### src/nonoverlap_substring_locator_assert.svh
// Assertion helpers; every use expects clk_i and rst_ni in scope.
`ifndef NONOVERLAP_SUBSTRING_LOCATOR_ASSERT_SVH
`define NONOVERLAP_SUBSTRING_LOCATOR_ASSERT_SVH

// Same-cycle implication.
`define NSL_ASSERT_NOW(lbl, ante, cons, msg) \
  lbl: assert property (@(posedge clk_i) disable iff (!rst_ni) (ante) |-> (cons)) \
    else $error(msg);

// Next-cycle implication.
`define NSL_ASSERT_NEXT(lbl, ante, cons, msg) \
  lbl: assert property (@(posedge clk_i) disable iff (!rst_ni) (ante) |=> (cons)) \
    else $error(msg);

`endif

### src/nsl_pkg.sv
`default_nettype none

package nsl_pkg;

  localparam int MAX_PATTERN_DEF = 32;
  localparam int PAT_BYTES       = 32;
  localparam int PAT_SEL_W       = $clog2(PAT_BYTES);

  localparam int LEN_W      = 6;
  localparam int LINE_W     = 20;
  localparam int COL_W      = 16;
  localparam int LCNT_W     = 16;
  localparam int CNT_W      = 24;
  localparam int CFG_IDX_W  = 3;
  localparam int CFG_DATA_W = 64;

  localparam logic [LINE_W-1:0] LINE_MAX = '1;
  localparam logic [COL_W-1:0]  COL_MAX  = '1;
  localparam logic [LCNT_W-1:0] LCNT_MAX = '1;
  localparam logic [CNT_W-1:0]  CNT_MAX  = '1;

  localparam logic [CFG_IDX_W-1:0] CFG_PAT_A  = 3'd0;
  localparam logic [CFG_IDX_W-1:0] CFG_PAT_B  = 3'd1;
  localparam logic [CFG_IDX_W-1:0] CFG_PAT_C  = 3'd2;
  localparam logic [CFG_IDX_W-1:0] CFG_PAT_D  = 3'd3;
  localparam logic [CFG_IDX_W-1:0] CFG_PAT_LEN = 3'd4;

  typedef enum logic [1:0] {
    MODE_CHAR = 2'd0,
    MODE_EOL  = 2'd1,
    MODE_EOT  = 2'd2
  } mode_e;

  typedef enum logic [1:0] {
    KIND_MATCH = 2'd0,
    KIND_LINE  = 2'd1,
    KIND_TOTAL = 2'd2
  } kind_e;

  typedef struct packed {
    kind_e             kind;
    logic [LINE_W-1:0] line;
    logic [COL_W-1:0]  col;
    logic [CNT_W-1:0]  count;
  } report_t;

  typedef struct packed {
    logic step;   // shift a character through the cells
    logic clear;  // line boundary: zero the held bytes
  } cell_ctrl_t;

endpackage

`default_nettype wire

### src/nsl_text_if.sv
`default_nettype none

interface nsl_text_if;
  logic       valid;
  logic       ready;
  logic [1:0] mode;
  logic [7:0] text_byte;

  modport source (output valid, output mode, output text_byte, input ready);
  modport sink (input valid, input mode, input text_byte, output ready);
endinterface

`default_nettype wire

### src/nsl_report_if.sv
`default_nettype none

interface nsl_report_if;
  logic                          valid;
  logic                          ready;
  logic [1:0]                    report_kind;
  logic [nsl_pkg::LINE_W-1:0]    line_number;
  logic [nsl_pkg::COL_W-1:0]     start_column;
  logic [nsl_pkg::CNT_W-1:0]     occurrence_count;

  modport source (output valid, output report_kind, output line_number,
                  output start_column, output occurrence_count, input ready);
  modport sink (input valid, input report_kind, input line_number,
                input start_column, input occurrence_count, output ready);
endinterface

`default_nettype wire

### src/nsl_cfg_if.sv
`default_nettype none

interface nsl_cfg_if;
  logic                            valid;
  logic                            ready;
  logic [nsl_pkg::CFG_IDX_W-1:0]   index;
  logic [nsl_pkg::CFG_DATA_W-1:0]  data;

  modport source (output valid, output index, output data, input ready);
  modport sink (input valid, input index, input data, output ready);
endinterface

`default_nettype wire

### src/nonoverlap_substring_locator.sv
// Finds leftmost, non-overlapping occurrences of a 1..MAX_PATTERN byte pattern
// in a character stream, per line. One item (character, end of line, end of
// text) is accepted every cycle unless input stalls; its result, if any, is
// registered in the report output buffer. A row of MAX_PATTERN cells holds the
// last bytes of the line as a shift register; each cell compares the byte
// moving into it with the pattern byte lined up to its position, and the
// compares are ANDed over the pattern length, so the rate is set by that single
// compare-and-reduce step. Because the window itself is kept, a pattern change
// in the middle of a line takes effect on the next character. A two-entry
// output buffer lets one more item in while a result is held; input stalls
// only when both entries are full.
// Pattern registers may be written only while the stream is idle.
`default_nettype none

module nonoverlap_substring_locator #(
  parameter int MAX_PATTERN = nsl_pkg::MAX_PATTERN_DEF
) (
  input  logic  clk_i,
  input  logic  rst_ni,
  nsl_text_if.sink     in_i,
  nsl_report_if.source out_o,
  nsl_cfg_if.sink      cfg_i
);

  logic [nsl_pkg::CFG_DATA_W-1:0] pat_a_q, pat_b_q, pat_c_q, pat_d_q;
  logic [nsl_pkg::LEN_W-1:0]      len_q;
  logic [8*nsl_pkg::PAT_BYTES-1:0] pat_all;

  logic                 accept;
  logic                 skid_ready;
  logic [MAX_PATTERN-1:0] match;
  logic [MAX_PATTERN-1:0][7:0] recent;
  logic [nsl_pkg::LEN_W-1:0] len_m1;
  nsl_pkg::cell_ctrl_t  ctrl;
  logic                 res_valid;
  nsl_pkg::report_t     res;
  nsl_pkg::report_t     out_data;

  assign cfg_i.ready = 1'b1;

  always_ff @(posedge clk_i or negedge rst_ni) begin
    if (!rst_ni) begin
      pat_a_q <= '0;
      pat_b_q <= '0;
      pat_c_q <= '0;
      pat_d_q <= '0;
      len_q   <= nsl_pkg::LEN_W'(1);
    end else if (cfg_i.valid) begin
      unique case (cfg_i.index)
        nsl_pkg::CFG_PAT_A:   pat_a_q <= cfg_i.data;
        nsl_pkg::CFG_PAT_B:   pat_b_q <= cfg_i.data;
        nsl_pkg::CFG_PAT_C:   pat_c_q <= cfg_i.data;
        nsl_pkg::CFG_PAT_D:   pat_d_q <= cfg_i.data;
        nsl_pkg::CFG_PAT_LEN: len_q   <= cfg_i.data[nsl_pkg::LEN_W-1:0];
        default: begin
        end
      endcase
    end
  end

  assign pat_all = {pat_d_q, pat_c_q, pat_b_q, pat_a_q};

  assign in_i.ready = skid_ready;
  assign accept     = in_i.valid && skid_ready;

  for (genvar k = 0; k < MAX_PATTERN; k++) begin : g_cell
    logic [7:0]                    byte_in;
    logic [nsl_pkg::PAT_SEL_W-1:0] sel;
    if (k == 0) begin : g_first
      assign byte_in = in_i.text_byte;
    end else begin : g_rest
      assign byte_in = recent[k-1];
    end
    // position k of the window (0 newest) lines up with pattern byte len-1-k
    assign sel = len_m1[nsl_pkg::PAT_SEL_W-1:0] - nsl_pkg::PAT_SEL_W'(k);
    nsl_cell u_cell (
      .clk_i      (clk_i),
      .rst_ni     (rst_ni),
      .ctrl_i     (ctrl),
      .byte_i     (byte_in),
      .pat_byte_i (pat_all[{sel, 3'b000} +: 8]),
      .match_o    (match[k]),
      .byte_o     (recent[k])
    );
  end

  nsl_tracker #(
    .MAX_PATTERN (MAX_PATTERN)
  ) u_tracker (
    .clk_i       (clk_i),
    .rst_ni      (rst_ni),
    .accept_i    (accept),
    .mode_i      (in_i.mode),
    .len_i       (len_q),
    .match_i     (match),
    .len_m1_o    (len_m1),
    .ctrl_o      (ctrl),
    .res_valid_o (res_valid),
    .res_o       (res)
  );

  nsl_skid u_skid (
    .clk_i       (clk_i),
    .rst_ni      (rst_ni),
    .push_i      (res_valid),
    .data_i      (res),
    .ready_o     (skid_ready),
    .out_valid_o (out_o.valid),
    .out_ready_i (out_o.ready),
    .out_data_o  (out_data)
  );

  assign out_o.report_kind      = out_data.kind;
  assign out_o.line_number      = out_data.line;
  assign out_o.start_column     = out_data.col;
  assign out_o.occurrence_count = out_data.count;

endmodule

`default_nettype wire

### src/nsl_cell.sv
`default_nettype none

// One window position: holds one recent byte of the line and compares the
// byte moving into it with the pattern byte aligned to this position.
module nsl_cell (
  input  logic                clk_i,
  input  logic                rst_ni,
  input  nsl_pkg::cell_ctrl_t ctrl_i,
  input  logic [7:0]          byte_i,
  input  logic [7:0]          pat_byte_i,
  output logic                match_o,
  output logic [7:0]          byte_o
);

  logic [7:0] byte_q, byte_d;

  assign match_o = (byte_i == pat_byte_i);

  always_comb begin
    byte_d = byte_q;
    if (ctrl_i.clear) begin
      byte_d = '0;
    end else if (ctrl_i.step) begin
      byte_d = byte_i;
    end
  end

  always_ff @(posedge clk_i or negedge rst_ni) begin
    if (!rst_ni) begin
      byte_q <= '0;
    end else begin
      byte_q <= byte_d;
    end
  end

  assign byte_o = byte_q;

endmodule

`default_nettype wire

### src/nsl_tracker.sv
`default_nettype none

module nsl_tracker #(
  parameter int MAX_PATTERN = nsl_pkg::MAX_PATTERN_DEF
) (
  input  logic                        clk_i,
  input  logic                        rst_ni,
  input  logic                        accept_i,
  input  logic [1:0]                  mode_i,
  input  logic [nsl_pkg::LEN_W-1:0]   len_i,
  input  logic [MAX_PATTERN-1:0]      match_i,
  output logic [nsl_pkg::LEN_W-1:0]   len_m1_o,
  output nsl_pkg::cell_ctrl_t         ctrl_o,
  output logic                        res_valid_o,
  output nsl_pkg::report_t            res_o
);

  localparam int ENS_W = nsl_pkg::COL_W + 1;

  logic [nsl_pkg::LEN_W-1:0]  bil_q, bil_d;
  logic [nsl_pkg::COL_W-1:0]  col_q, col_d;
  logic [ENS_W-1:0]           ens_q, ens_d;
  logic [nsl_pkg::LINE_W-1:0] line_q, line_d;
  logic [nsl_pkg::LCNT_W-1:0] lm_q, lm_d;
  logic [nsl_pkg::CNT_W-1:0]  tot_q, tot_d;

  logic [nsl_pkg::LEN_W-1:0]  len_eff, len_m1;
  logic [nsl_pkg::LEN_W-1:0]  bil_inc;
  logic                       win_ok;
  logic [ENS_W-1:0]           start;
  logic [ENS_W-1:0]           col_p1;
  logic                       hit;
  logic [nsl_pkg::LCNT_W-1:0] lm_inc;
  nsl_pkg::mode_e             mode;

  assign mode = nsl_pkg::mode_e'(mode_i);

  always_comb begin
    if (len_i == '0) begin
      len_eff = nsl_pkg::LEN_W'(1);
    end else if (len_i > nsl_pkg::LEN_W'(MAX_PATTERN)) begin
      len_eff = nsl_pkg::LEN_W'(MAX_PATTERN);
    end else begin
      len_eff = len_i;
    end
  end

  // only the first len window positions take part in the compare
  always_comb begin
    win_ok = 1'b1;
    for (int j = 0; j < MAX_PATTERN; j++) begin
      if ((nsl_pkg::LEN_W'(j) < len_eff) && !match_i[j]) begin
        win_ok = 1'b0;
      end
    end
  end

  assign len_m1   = len_eff - nsl_pkg::LEN_W'(1);
  assign len_m1_o = len_m1;
  assign bil_inc  = (bil_q < nsl_pkg::LEN_W'(MAX_PATTERN)) ? bil_q + nsl_pkg::LEN_W'(1)
                                                           : bil_q;
  assign col_p1 = {1'b0, col_q} + ENS_W'(1);
  // a hit implies at least len bytes in the line, so start never wraps on a hit
  assign start  = col_p1 - ENS_W'(len_eff);
  assign hit    = win_ok && (bil_inc >= len_eff) && (start >= ens_q);
  assign lm_inc = (lm_q == nsl_pkg::LCNT_MAX) ? lm_q : lm_q + nsl_pkg::LCNT_W'(1);

  always_comb begin
    bil_d        = bil_q;
    col_d        = col_q;
    ens_d        = ens_q;
    line_d       = line_q;
    lm_d         = lm_q;
    tot_d        = tot_q;
    ctrl_o       = '0;
    res_valid_o  = 1'b0;
    res_o.kind   = nsl_pkg::KIND_MATCH;
    res_o.line   = line_q;
    res_o.col    = '0;
    res_o.count  = '0;
    if (accept_i) begin
      case (mode)
        nsl_pkg::MODE_CHAR: begin
          ctrl_o.step = 1'b1;
          bil_d       = bil_inc;
          if (col_q != nsl_pkg::COL_MAX) begin
            col_d = col_q + nsl_pkg::COL_W'(1);
          end
          if (hit) begin
            ens_d       = col_p1;
            lm_d        = lm_inc;
            if (tot_q != nsl_pkg::CNT_MAX) begin
              tot_d = tot_q + nsl_pkg::CNT_W'(1);
            end
            res_valid_o = 1'b1;
            res_o.col   = start[nsl_pkg::COL_W-1:0];
            res_o.count = nsl_pkg::CNT_W'(lm_inc);
          end
        end
        nsl_pkg::MODE_EOL: begin
          ctrl_o.clear = 1'b1;
          bil_d        = '0;
          col_d        = '0;
          ens_d        = '0;
          lm_d         = '0;
          if (line_q != nsl_pkg::LINE_MAX) begin
            line_d = line_q + nsl_pkg::LINE_W'(1);
          end
          res_valid_o  = (lm_q != '0);
          res_o.kind   = nsl_pkg::KIND_LINE;
          res_o.count  = nsl_pkg::CNT_W'(lm_q);
        end
        nsl_pkg::MODE_EOT: begin
          ctrl_o.clear = 1'b1;
          bil_d        = '0;
          col_d        = '0;
          ens_d        = '0;
          lm_d         = '0;
          line_d       = nsl_pkg::LINE_W'(1);
          tot_d        = '0;
          res_valid_o  = 1'b1;
          res_o.kind   = nsl_pkg::KIND_TOTAL;
          res_o.count  = tot_q;
        end
        default: begin
        end
      endcase
    end
  end

  always_ff @(posedge clk_i or negedge rst_ni) begin
    if (!rst_ni) begin
      bil_q  <= '0;
      col_q  <= '0;
      ens_q  <= '0;
      line_q <= nsl_pkg::LINE_W'(1);
      lm_q   <= '0;
      tot_q  <= '0;
    end else begin
      bil_q  <= bil_d;
      col_q  <= col_d;
      ens_q  <= ens_d;
      line_q <= line_d;
      lm_q   <= lm_d;
      tot_q  <= tot_d;
    end
  end

`include "nonoverlap_substring_locator_assert.svh"

  `NSL_ASSERT_NOW(a_line_nonzero, 1'b1, line_q != '0, "line number dropped to zero")
  `NSL_ASSERT_NEXT(a_eot_restart, accept_i && mode_i == nsl_pkg::MODE_EOT, line_q == nsl_pkg::LINE_W'(1) && tot_q == '0 && lm_q == '0, "end of text did not restart counters")
  `NSL_ASSERT_NOW(a_hit_after_prev, res_valid_o && res_o.kind == nsl_pkg::KIND_MATCH, start >= ens_q && ens_d > ens_q, "overlapping match reported")
  `NSL_ASSERT_NOW(a_bytes_bounded, 1'b1, bil_q <= nsl_pkg::LEN_W'(MAX_PATTERN), "line byte count past window")

endmodule

`default_nettype wire

### src/nsl_skid.sv
`default_nettype none

// Two-entry result buffer: output register plus one skid slot.
module nsl_skid (
  input  logic             clk_i,
  input  logic             rst_ni,
  input  logic             push_i,
  input  nsl_pkg::report_t data_i,
  output logic             ready_o,
  output logic             out_valid_o,
  input  logic             out_ready_i,
  output nsl_pkg::report_t out_data_o
);

  logic             out_valid_q, out_valid_d;
  logic             skid_valid_q, skid_valid_d;
  nsl_pkg::report_t out_q, out_d;
  nsl_pkg::report_t skid_q, skid_d;

  assign ready_o = !skid_valid_q;

  always_comb begin
    out_valid_d  = out_valid_q;
    skid_valid_d = skid_valid_q;
    out_d        = out_q;
    skid_d       = skid_q;
    if (!out_valid_q || out_ready_i) begin
      if (skid_valid_q) begin
        out_d        = skid_q;
        out_valid_d  = 1'b1;
        skid_valid_d = push_i;
        skid_d       = data_i;
      end else begin
        out_valid_d  = push_i;
        out_d        = data_i;
      end
    end else if (push_i) begin
      skid_valid_d = 1'b1;
      skid_d       = data_i;
    end
  end

  always_ff @(posedge clk_i or negedge rst_ni) begin
    if (!rst_ni) begin
      out_valid_q  <= 1'b0;
      skid_valid_q <= 1'b0;
    end else begin
      out_valid_q  <= out_valid_d;
      skid_valid_q <= skid_valid_d;
    end
  end

  always_ff @(posedge clk_i) begin
    out_q  <= out_d;
    skid_q <= skid_d;
  end

  assign out_valid_o = out_valid_q;
  assign out_data_o  = out_q;

`include "nonoverlap_substring_locator_assert.svh"

  `NSL_ASSERT_NOW(a_skid_behind_out, skid_valid_q, out_valid_q, "skid slot filled ahead of output")
  `NSL_ASSERT_NEXT(a_stall_keeps_skid, skid_valid_q && out_valid_q && !out_ready_i, skid_valid_q && $stable(skid_q), "stalled skid entry lost")
  `NSL_ASSERT_NEXT(a_out_hold, out_valid_q && !out_ready_i, out_valid_q && $stable(out_q), "held report changed")

endmodule

`default_nettype wire
### src/flat_wrapper.sv
// flat-port wrapper written by rule: the top's interface ports become plain ports
module nonoverlap_substring_locator_flat 
#(
  parameter int MAX_PATTERN = nsl_pkg::MAX_PATTERN_DEF
)
  (clk_i, rst_ni, in_i_valid, in_i_mode, in_i_text_byte, in_i_ready, out_o_valid, out_o_report_kind, out_o_line_number, out_o_start_column, out_o_occurrence_count, out_o_ready, cfg_i_valid, cfg_i_index, cfg_i_data, cfg_i_ready);
  nsl_text_if in_i_i ();
  nsl_report_if out_o_i ();
  nsl_cfg_if cfg_i_i ();
  input  logic clk_i;
  input  logic rst_ni;
  input wire logic [$bits(in_i_i.valid)-1:0] in_i_valid;
  input wire logic [$bits(in_i_i.mode)-1:0] in_i_mode;
  input wire logic [$bits(in_i_i.text_byte)-1:0] in_i_text_byte;
  output wire logic [$bits(in_i_i.ready)-1:0] in_i_ready;
  output wire logic [$bits(out_o_i.valid)-1:0] out_o_valid;
  output wire logic [$bits(out_o_i.report_kind)-1:0] out_o_report_kind;
  output wire logic [$bits(out_o_i.line_number)-1:0] out_o_line_number;
  output wire logic [$bits(out_o_i.start_column)-1:0] out_o_start_column;
  output wire logic [$bits(out_o_i.occurrence_count)-1:0] out_o_occurrence_count;
  input wire logic [$bits(out_o_i.ready)-1:0] out_o_ready;
  input wire logic [$bits(cfg_i_i.valid)-1:0] cfg_i_valid;
  input wire logic [$bits(cfg_i_i.index)-1:0] cfg_i_index;
  input wire logic [$bits(cfg_i_i.data)-1:0] cfg_i_data;
  output wire logic [$bits(cfg_i_i.ready)-1:0] cfg_i_ready;
  assign in_i_i.valid = in_i_valid;
  assign in_i_i.mode = in_i_mode;
  assign in_i_i.text_byte = in_i_text_byte;
  assign in_i_ready = in_i_i.ready;
  assign out_o_valid = out_o_i.valid;
  assign out_o_report_kind = out_o_i.report_kind;
  assign out_o_line_number = out_o_i.line_number;
  assign out_o_start_column = out_o_i.start_column;
  assign out_o_occurrence_count = out_o_i.occurrence_count;
  assign out_o_i.ready = out_o_ready;
  assign cfg_i_i.valid = cfg_i_valid;
  assign cfg_i_i.index = cfg_i_index;
  assign cfg_i_i.data = cfg_i_data;
  assign cfg_i_ready = cfg_i_i.ready;
  nonoverlap_substring_locator #(.MAX_PATTERN(MAX_PATTERN)) u_core (.clk_i(clk_i), .rst_ni(rst_ni), .in_i(in_i_i), .out_o(out_o_i), .cfg_i(cfg_i_i));
endmodule
### config.mk
export PLATFORM = sky130hd
export DESIGN_NAME = nonoverlap_substring_locator_flat
export DESIGN_NICKNAME = d
export VERILOG_FILES = /design/src/nsl_pkg.sv /design/src/nsl_text_if.sv /design/src/nsl_report_if.sv /design/src/nsl_cfg_if.sv /design/src/nonoverlap_substring_locator.sv /design/src/nsl_cell.sv /design/src/nsl_tracker.sv /design/src/nsl_skid.sv /design/src/flat_wrapper.sv
export VERILOG_INCLUDE_DIRS = /design/src /design/src/src
export SDC_FILE = /design/constraint.sdc
export NUM_CORES = 2
export LEC_CHECK = 0
export BUFFER_PORTS_ARGS = -buffer_cell sky130_fd_sc_hd__buf_2
export CAP_MARGIN = 20
export CORE_UTILIZATION = 63
export DETAILED_ROUTE_END_ITERATION = 6
export MAX_ROUTING_LAYER = met4
export PLACE_DENSITY_LB_ADDON = 0.15
export RECOVER_POWER = 100
export SYNTH_ARGS = -nofsm -noshare
export SYNTH_HDL_FRONTEND = slang
export SYNTH_HIERARCHICAL = 1
export SYNTH_SLANG_ARGS = --single-unit
### constraint.sdc
create_clock -name clk_i -period 9.4 [get_ports clk_i]
set_input_delay 0.94 -clock clk_i [delete_from_list [all_inputs] [get_ports clk_i]]
set_output_delay 0.94 -clock clk_i [all_outputs]
set_load 0.01 [all_outputs]
==> Word-level counts from Yosys, hierarchy flattened <==
Cells that the tools add are included.
{ "word_totals": {"reg_bits": 735, "in_bits": 82, "out_inout_bits": 65, "wordCells": 427} }
{ "op_classes": {"n_addsub": 39, "magnitude_cmp": 36, "n_eq_ne": 47, "n_shift": 32, "muxes": 130, "reduce_logical": 91} }
{ "op_table": {"columns": ["op", "count"], "rows": [
  ["256-bit by 9-bit indexed part select with 8-bit output", 32],
  ["8-bit 2-to-1 mux", 62],
  ["8-bit == test", 32],
  ["62-bit 2-to-1 mux", 4],
  ["5-bit by 6-bit < comparator with 1-bit output (first input constant)", 16],
  ["40-bit 2-to-1 mux", 2],
  ["5-bit subtractor (second input constant)", 16],
  ["24-bit one-hot mux with 3 select lines", 1],
  ["16-bit 2-to-1 mux", 4],
  ["16-bit one-hot mux with 2 select lines", 2],
  ["4-bit by 6-bit < comparator with 1-bit output (first input constant)", 8],
  ["24-bit 2-to-1 mux", 2],
  ["24-bit one-hot mux with 2 select lines", 1],
  ["1-bit 2-to-1 mux", 40],
  ["20-bit one-hot mux with 2 select lines", 1],
  ["5-bit by 4-bit subtractor with 5-bit output (second input constant)", 8],
  ["1-bit logical AND", 35],
  ["1-bit logical NOT", 34],
  ["17-bit one-hot mux with 2 select lines", 1],
  ["16-bit by 1-bit adder with 16-bit output (second input constant)", 2],
  ["24-bit by 1-bit adder with 24-bit output (second input constant)", 1],
  ["3-bit by 6-bit < comparator with 1-bit output (first input constant)", 4],
  ["24-bit inequality test (second input constant)", 1],
  ["20-bit by 1-bit adder with 20-bit output (second input constant)", 1],
  ["other kinds (38)", 65]
]} }

==> Depth between registers and ports, before layout <==
{ "depth": {"depth_word": 47, "ltp_mapped": 33, "depth_no_buf": 24} }

==> Hierarchy <==
Netlist, hierarchy kept.
{ "modules_own_cells": {"columns": ["module", "instances", "cells_per_inst", "area_each_um2", "seq_area_each_um2"], "rows": [
  ["nonoverlap_substring_locator", 1, 2258, 28805.1, 6557.5],
  ["nsl_cell", 32, 37, 411.6, 200.2],
  ["nsl_tracker", 1, 989, 7983.9, 2478.6],
  ["nsl_skid", 1, 201, 4719.5, 3773.6]
]} }

==> Least setup slack after synthesis <==
Ideal clock, no wire load.
{ "synth_path": {"kind": "register to register", "from": "reg u_core/len_q[3] (netlist name)", "to": "reg u_core/u_skid/skid_q[0] (netlist name), enable pin", "setup_ns": 0.393, "t_arrival_ns": 7.347, "required_time_ns": 9.007, "slack_ns": 1.660, "stages_incl_launch_ff": 29, "n_path_buf": 5, "synth_period_minus_slack_ns": 7.740, "path_cell_list": "dfrtp_1 buf_4 nor4_1 nor2_1 nor2_1 inv_1 ha_1 xnor2_1 buf_2 inv_1 buf_1 clkbuf_1 ha_1 a21oi_1 xnor2_1 buf_2 mux4_2 xnor2_1 nand4_1 nor2_1 and4_1 a31oi_1 nor4_1 and4b_1 o211ai_2 nor3_4 nor2_1 nor2_1 mux2_2"} }
{ "synth_between": {"elab_cells_between_ends": 238, "cone_classes": "add/sub: 33; order compare: 35; eq/ne: 32; shift: 32; mux: 37; reduce/logical: 69"} }
{ "synth_lines": {"columns": ["item", "line_no", "rtl"], "rows": [
  ["start, declared", "nonoverlap_substring_locator.sv:26", "logic [nsl_pkg::LEN_W-1:0] len_q;"],
  ["start signal, assigned", "nonoverlap_substring_locator.sv:47", "len_q <= nsl_pkg::LEN_W'(1);"],
  ["start signal, assigned", "nonoverlap_substring_locator.sv:54", "nsl_pkg::CFG_PAT_LEN: len_q <= cfg_i.data[nsl_pkg::LEN_W-1:0];"],
  ["6-bit > comparator", "nsl_tracker.sv:41", "end else if (len_i > nsl_pkg::LEN_W'(MAX_PATTERN)) begin"],
  ["6-bit 2-to-1 mux", "nsl_tracker.sv:41", null],
  ["6-bit 2-to-1 mux *", "nsl_tracker.sv:39", "if (len_i == '0) begin"],
  ["5-bit by 1-bit subtractor with 5-bit output *", "nsl_tracker.sv:58", "assign len_m1 = len_eff - nsl_pkg::LEN_W'(1);"],
  ["named net u_core.len_m1, one bit", "nonoverlap_substring_locator.sv:33", "logic [nsl_pkg::LEN_W-1:0] len_m1;"],
  ["5-bit subtractor *", "nonoverlap_substring_locator.sv:75", "assign sel = len_m1[nsl_pkg::PAT_SEL_W-1:0] - nsl_pkg::PAT_SEL_W'(k);"],
  ["256-bit by 9-bit indexed part select with 8-bit output *", "nonoverlap_substring_locator.sv:81", ".pat_byte_i (pat_all[{sel, 3'b000} +: 8]),"],
  ["8-bit == test *", "nsl_cell.sv:17", "assign match_o = (byte_i == pat_byte_i);"],
  ["named net u_core.match[26]", "nonoverlap_substring_locator.sv:31", "logic [MAX_PATTERN-1:0] match;"],
  ["[2 not listed]", null, null],
  ["1-bit 2-to-1 mux * (6 in series)", "nsl_tracker.sv:52", "if ((nsl_pkg::LEN_W'(j) < len_eff) && !match_i[j]) begin"],
  ["1-bit logical AND * (2 in series)", "nsl_tracker.sv:65", "assign hit = win_ok && (bil_inc >= len_eff) && (start >= ens_q);"],
  ["1-bit 2-to-1 mux *", "nsl_tracker.sv:89", "if (hit) begin"],
  ["1-bit one-hot mux with 3 select lines *", "nsl_tracker.sv:82", "case (mode)"],
  ["1-bit 2-to-1 mux *", "nsl_tracker.sv:81", "if (accept_i) begin"],
  ["named net u_core.res_valid", "nonoverlap_substring_locator.sv:35", "logic res_valid;"],
  ["2-bit nonzero test (no source line) *", null, null],
  ["2-bit AND reduction (no source line) *", null, null],
  ["end signal, assigned", "nsl_skid.sv:55", "skid_q <= skid_d;"],
  ["end, declared", "nsl_skid.sv:18", "nsl_pkg::report_t skid_q, skid_d;"]
]} }
The timed path passes the listed nets; every way through them passes the cells marked *.
A chain may end at the register's enable or synchronous reset.

==> Worst setup path after layout <==
{ "layout_path": {"from": "reg u_core/len_q[1] (netlist name)", "to": "reg u_core/u_skid/skid_q[42] (netlist name), enable pin"} }
{ "layout_between": {"elab_cells_between_ends": 238, "cone_classes": "add/sub: 33; order compare: 35; eq/ne: 32; shift: 32; mux: 37; reduce/logical: 69"} }
{ "layout_lines": {"columns": ["item", "line_no"], "rows": [
  ["6-bit > comparator", "nsl_tracker.sv:41"],
  ["6-bit 2-to-1 mux", "nsl_tracker.sv:41"],
  ["6-bit 2-to-1 mux *", "nsl_tracker.sv:39"],
  ["5-bit by 1-bit subtractor with 5-bit output *", "nsl_tracker.sv:58"],
  ["named net u_core.len_m1, one bit", "nonoverlap_substring_locator.sv:33"],
  ["5-bit subtractor *", "nonoverlap_substring_locator.sv:75"],
  ["256-bit by 9-bit indexed part select with 8-bit output *", "nonoverlap_substring_locator.sv:81"],
  ["8-bit == test *", "nsl_cell.sv:17"],
  ["named net u_core.match[29]", "nonoverlap_substring_locator.sv:31"],
  ["[2 not listed]", null],
  ["1-bit 2-to-1 mux * (3 in series)", "nsl_tracker.sv:52"],
  ["1-bit logical AND * (2 in series)", "nsl_tracker.sv:65"],
  ["1-bit 2-to-1 mux *", "nsl_tracker.sv:89"],
  ["1-bit one-hot mux with 3 select lines *", "nsl_tracker.sv:82"],
  ["1-bit 2-to-1 mux *", "nsl_tracker.sv:81"],
  ["named net u_core.res_valid", "nonoverlap_substring_locator.sv:35"],
  ["2-bit nonzero test (no source line) *", null],
  ["2-bit AND reduction (no source line) *", null]
]} }
Marked as above.

==> impl_metrics.py <==
metrics = {
    "drt": {
        "wl_per_cell_um": 30.53,
        "drc_errors": 33,
        "routed_wl_um": 177900,
        "dr.pass1.iters": 7,
        "num_vias": 41120,
        "final_antenna_net_count": 0,
        "via_per_inst": 7.058,
        "initialDrtViolationCount": 6326,
    },
    "critical_path": {
        "critPathMaxStageDelay_ns": 0.82,
        "crit_top_cell": "nor2_1",
        "criticalPathCategory": "flip-flop to flip-flop",
        "endpoint_kind": "flip-flop",
        "crit_slowest_cell": "clkbuf_2",
        "required_ns": 9.73,
        "start_kind": "flip-flop",
        "critPathArrivalTime_ns": 9.04,
        "cp_max_fo": 62,
    },
    "die": {
        "core.rowCount": 107,
        "die_width_um": 295.7,
        "die_height_um": 295.7,
        "core_area_um2": 85280,
        "initial_core_util_pct": 63.72,
        "boundaryPins": 147,
        "die-area_um2": 87440,
    },
    "job": {
        "maxCapViolations": 13,
    },
    "final_layout": {
        "final_area_um2": 58420,
        "area_growth_pct": 7.494,
        "instances_no_fill": 5826,
        "register_area_um2": 19020,
        "drive_above_1_share_pct": 28.88,
        "fin_nets": 4740,
        "multi_input_area_um2": 33480,
        "fillers": 6357,
    },
    "outcome": {
        "violations": "design-rule violations, max-capacitance violations, max-slew violations",
        "status": "finished, violations left",
    },
    "clock_network": {
        "cts_setup_buffers": 0,
        "numCtsBuffers": 83,
        "clk_latency_ns": 0.68,
        "cts_hold_buf": 0,
        "root_buffer": "clkbuf_16",
        "clock_sinks": 735,
        "clk_path_buf_depth": 3,
        "htree_levels": 3,
        "cts.clk_slew.worst_paths_ns": 0.07,
        "cts-resized-gates": 0,
        "cts_tree": "yes",
    },
    "timing": {
        "slew_violations": 852,
        "fmax_mhz": 114.8,
        "fin_crit_ns": 8.710,
        "rsz0062_at_grt": "no",
        "post-route-period-util_pct": 92.66,
        "relSlewSlack_pct": -316.5,
        "tns_ns": 0,
        "fin_hold_ws_ns": 0.5033,
        "worst_slew_pin_slew_ns": 6.247,
        "clock_skew_ns": 0.04519,
        "setup_viol": 0,
        "hold_viol": 0,
    },
    "synthesis": {
        "synthCells": 4604,
        "synth_fp_nets": 4744,
        "avgSynthCellArea_um2": 11.80,
        "syn_area_um2": 54340,
        "yosysWarnings": 6,
    },
    "power": {
        "ir_drop_mv": 0.3408,
        "p_leak_nw": 23.81,
        "powerDensity_nw_per_um2": 433.8,
        "power_mw": 25.34,
    },
    "grt": {
        "grt_max_degree": 181,
        "grt_pass1_wl_um": 259000,
        "antenna_found_initial": 20,
        "grt_usage_pct": 42.07,
        "overflow": 0,
        "grt_pass1_vias": 38270,
    },
    "place": {
        "dp_hpwl_um": 133800,
        "dp.cells": 5658,
        "place_congestion": 1.111,
        "dpl_cell_area_um2": 55860,
        "port_buffers": 145,
    },
    "worst_hold_path": {
        "worst_hold_path_type": "flip-flop to flip-flop",
    },
}
## worst paths after layout
path	from	endpoint	slack (ns)	cells past startpoint
worst max-delay path	u_core/len_q[1]$_DFFE_PN0P_	u_core/u_skid/skid_q[42]$_DFFE_PP_	0.69	28
worst min-delay path	u_core/u_tracker/ens_q[1]$_DFFE_PN0P_	u_core/u_tracker/ens_q[1]$_DFFE_PN0P_	0.50	2
worst max register to register	u_core/len_q[1]$_DFFE_PN0P_	u_core/u_skid/skid_q[42]$_DFFE_PP_	0.69	28
worst min register to register	u_core/u_tracker/ens_q[1]$_DFFE_PN0P_	u_core/u_tracker/ens_q[1]$_DFFE_PN0P_	0.50	2
max in group asynchronous	rst_ni	u_core/u_tracker/tot_q[3]$_DFFE_PN0P_	2.13	3
min in group asynchronous	rst_ni	u_core/g_cell[19].u_cell/byte_o[3]$_DFFE_PN0P_	2.63	1
## power breakdown
part | switching (mW) | internal [mW]
clock network | 1.42 | 1.94
registers | 0.421 | 3.57
logic | 10.1 | 7.91
## flip-flops by register name (all words and copies together), names as in the netlist, 6 cells and up
| name | flops |
|---|---|
| u_core/u_tracker/bil_q | 6 |
| u_core/pat_c_q | 64 |
| u_core/pat_a_q | 64 |
| u_core/u_skid/out_data_o | 62 |
| u_core/u_tracker/lm_q | 16 |
| u_core/g_cell.u_cell/byte_o | 248 |
| u_core/u_tracker/line_q | 20 |
| u_core/u_tracker/col_q | 16 |
| u_core/u_tracker/ens_q | 17 |
| u_core/u_tracker/tot_q | 24 |
| u_core/pat_d_q | 64 |
| u_core/len_q | 6 |
| u_core/pat_b_q | 64 |
| u_core/u_skid/skid_q | 62 |
## metal layers
metal,up-vias,wire length (µm),track usage (%)
met1,21010,70750,59.66
li1,17180,-,-
met2,2536,73610,54.70
met3,392,26150,15.09
met4,0,7355,16.23
met5,-,0,-
## stage by stage
stage               utilization (%)  setup WS (ns)
floorplan                         -          1.660
global placement              65.50          1.453
detailed placement            65.51          1.375
CTS                           68.80          1.347
global route                  68.50         0.3799
finish                        68.50         0.6898
## critical path: cells and delay by family, from the launching register on
| family | cells | cell delay (ns) |
|---|---|---|
| adder cells (fa/ha/maj) | 2 | 0.62 |
| AO/OA/AOI/OAI | 3 | 0.36 |
| multiplexers | 3 | 1.13 |
| flip-flops | 1 | 0.38 |
| AND/OR/NAND/NOR | 11 | 2.63 |
| buffers and inverters | 6 | 2.50 |
| XOR/XNOR | 3 | 0.65 |
## cell usage in the layout, fill, tap and decap left out, types with 32 or more instances in the layout
cell       instances
inv_1             40
clkbuf_16         84
dfrtp_1          609
nand3_1           47
buf_4             72
nor2_1           347
nand2_1          577
edfxtp_1         124
a21oi_1           76
mux2_2           531
nor3_1            41
clkbuf_1          94
nand4_1           94
buf_2             79
ha_1              54
o21ai_0           75
mux2i_1          526
mux4_2           460
xnor2_1          282
and3_1            32
mux2_1            40
## final cells by class
type | count | area share [%]
inverter | 50 | 0.3577
sequential | 735 | 32.55
clock buffer | 113 | 4.024
multi-input combinational | 3486 | 57.31
timing repair buffer | 244 | 2.463
antenna | 15 | 0.06425
tap | 1144 | 2.450
clock inverter | 39 | 0.7818
No activity file was read; power rests on OpenSTA's default activity.
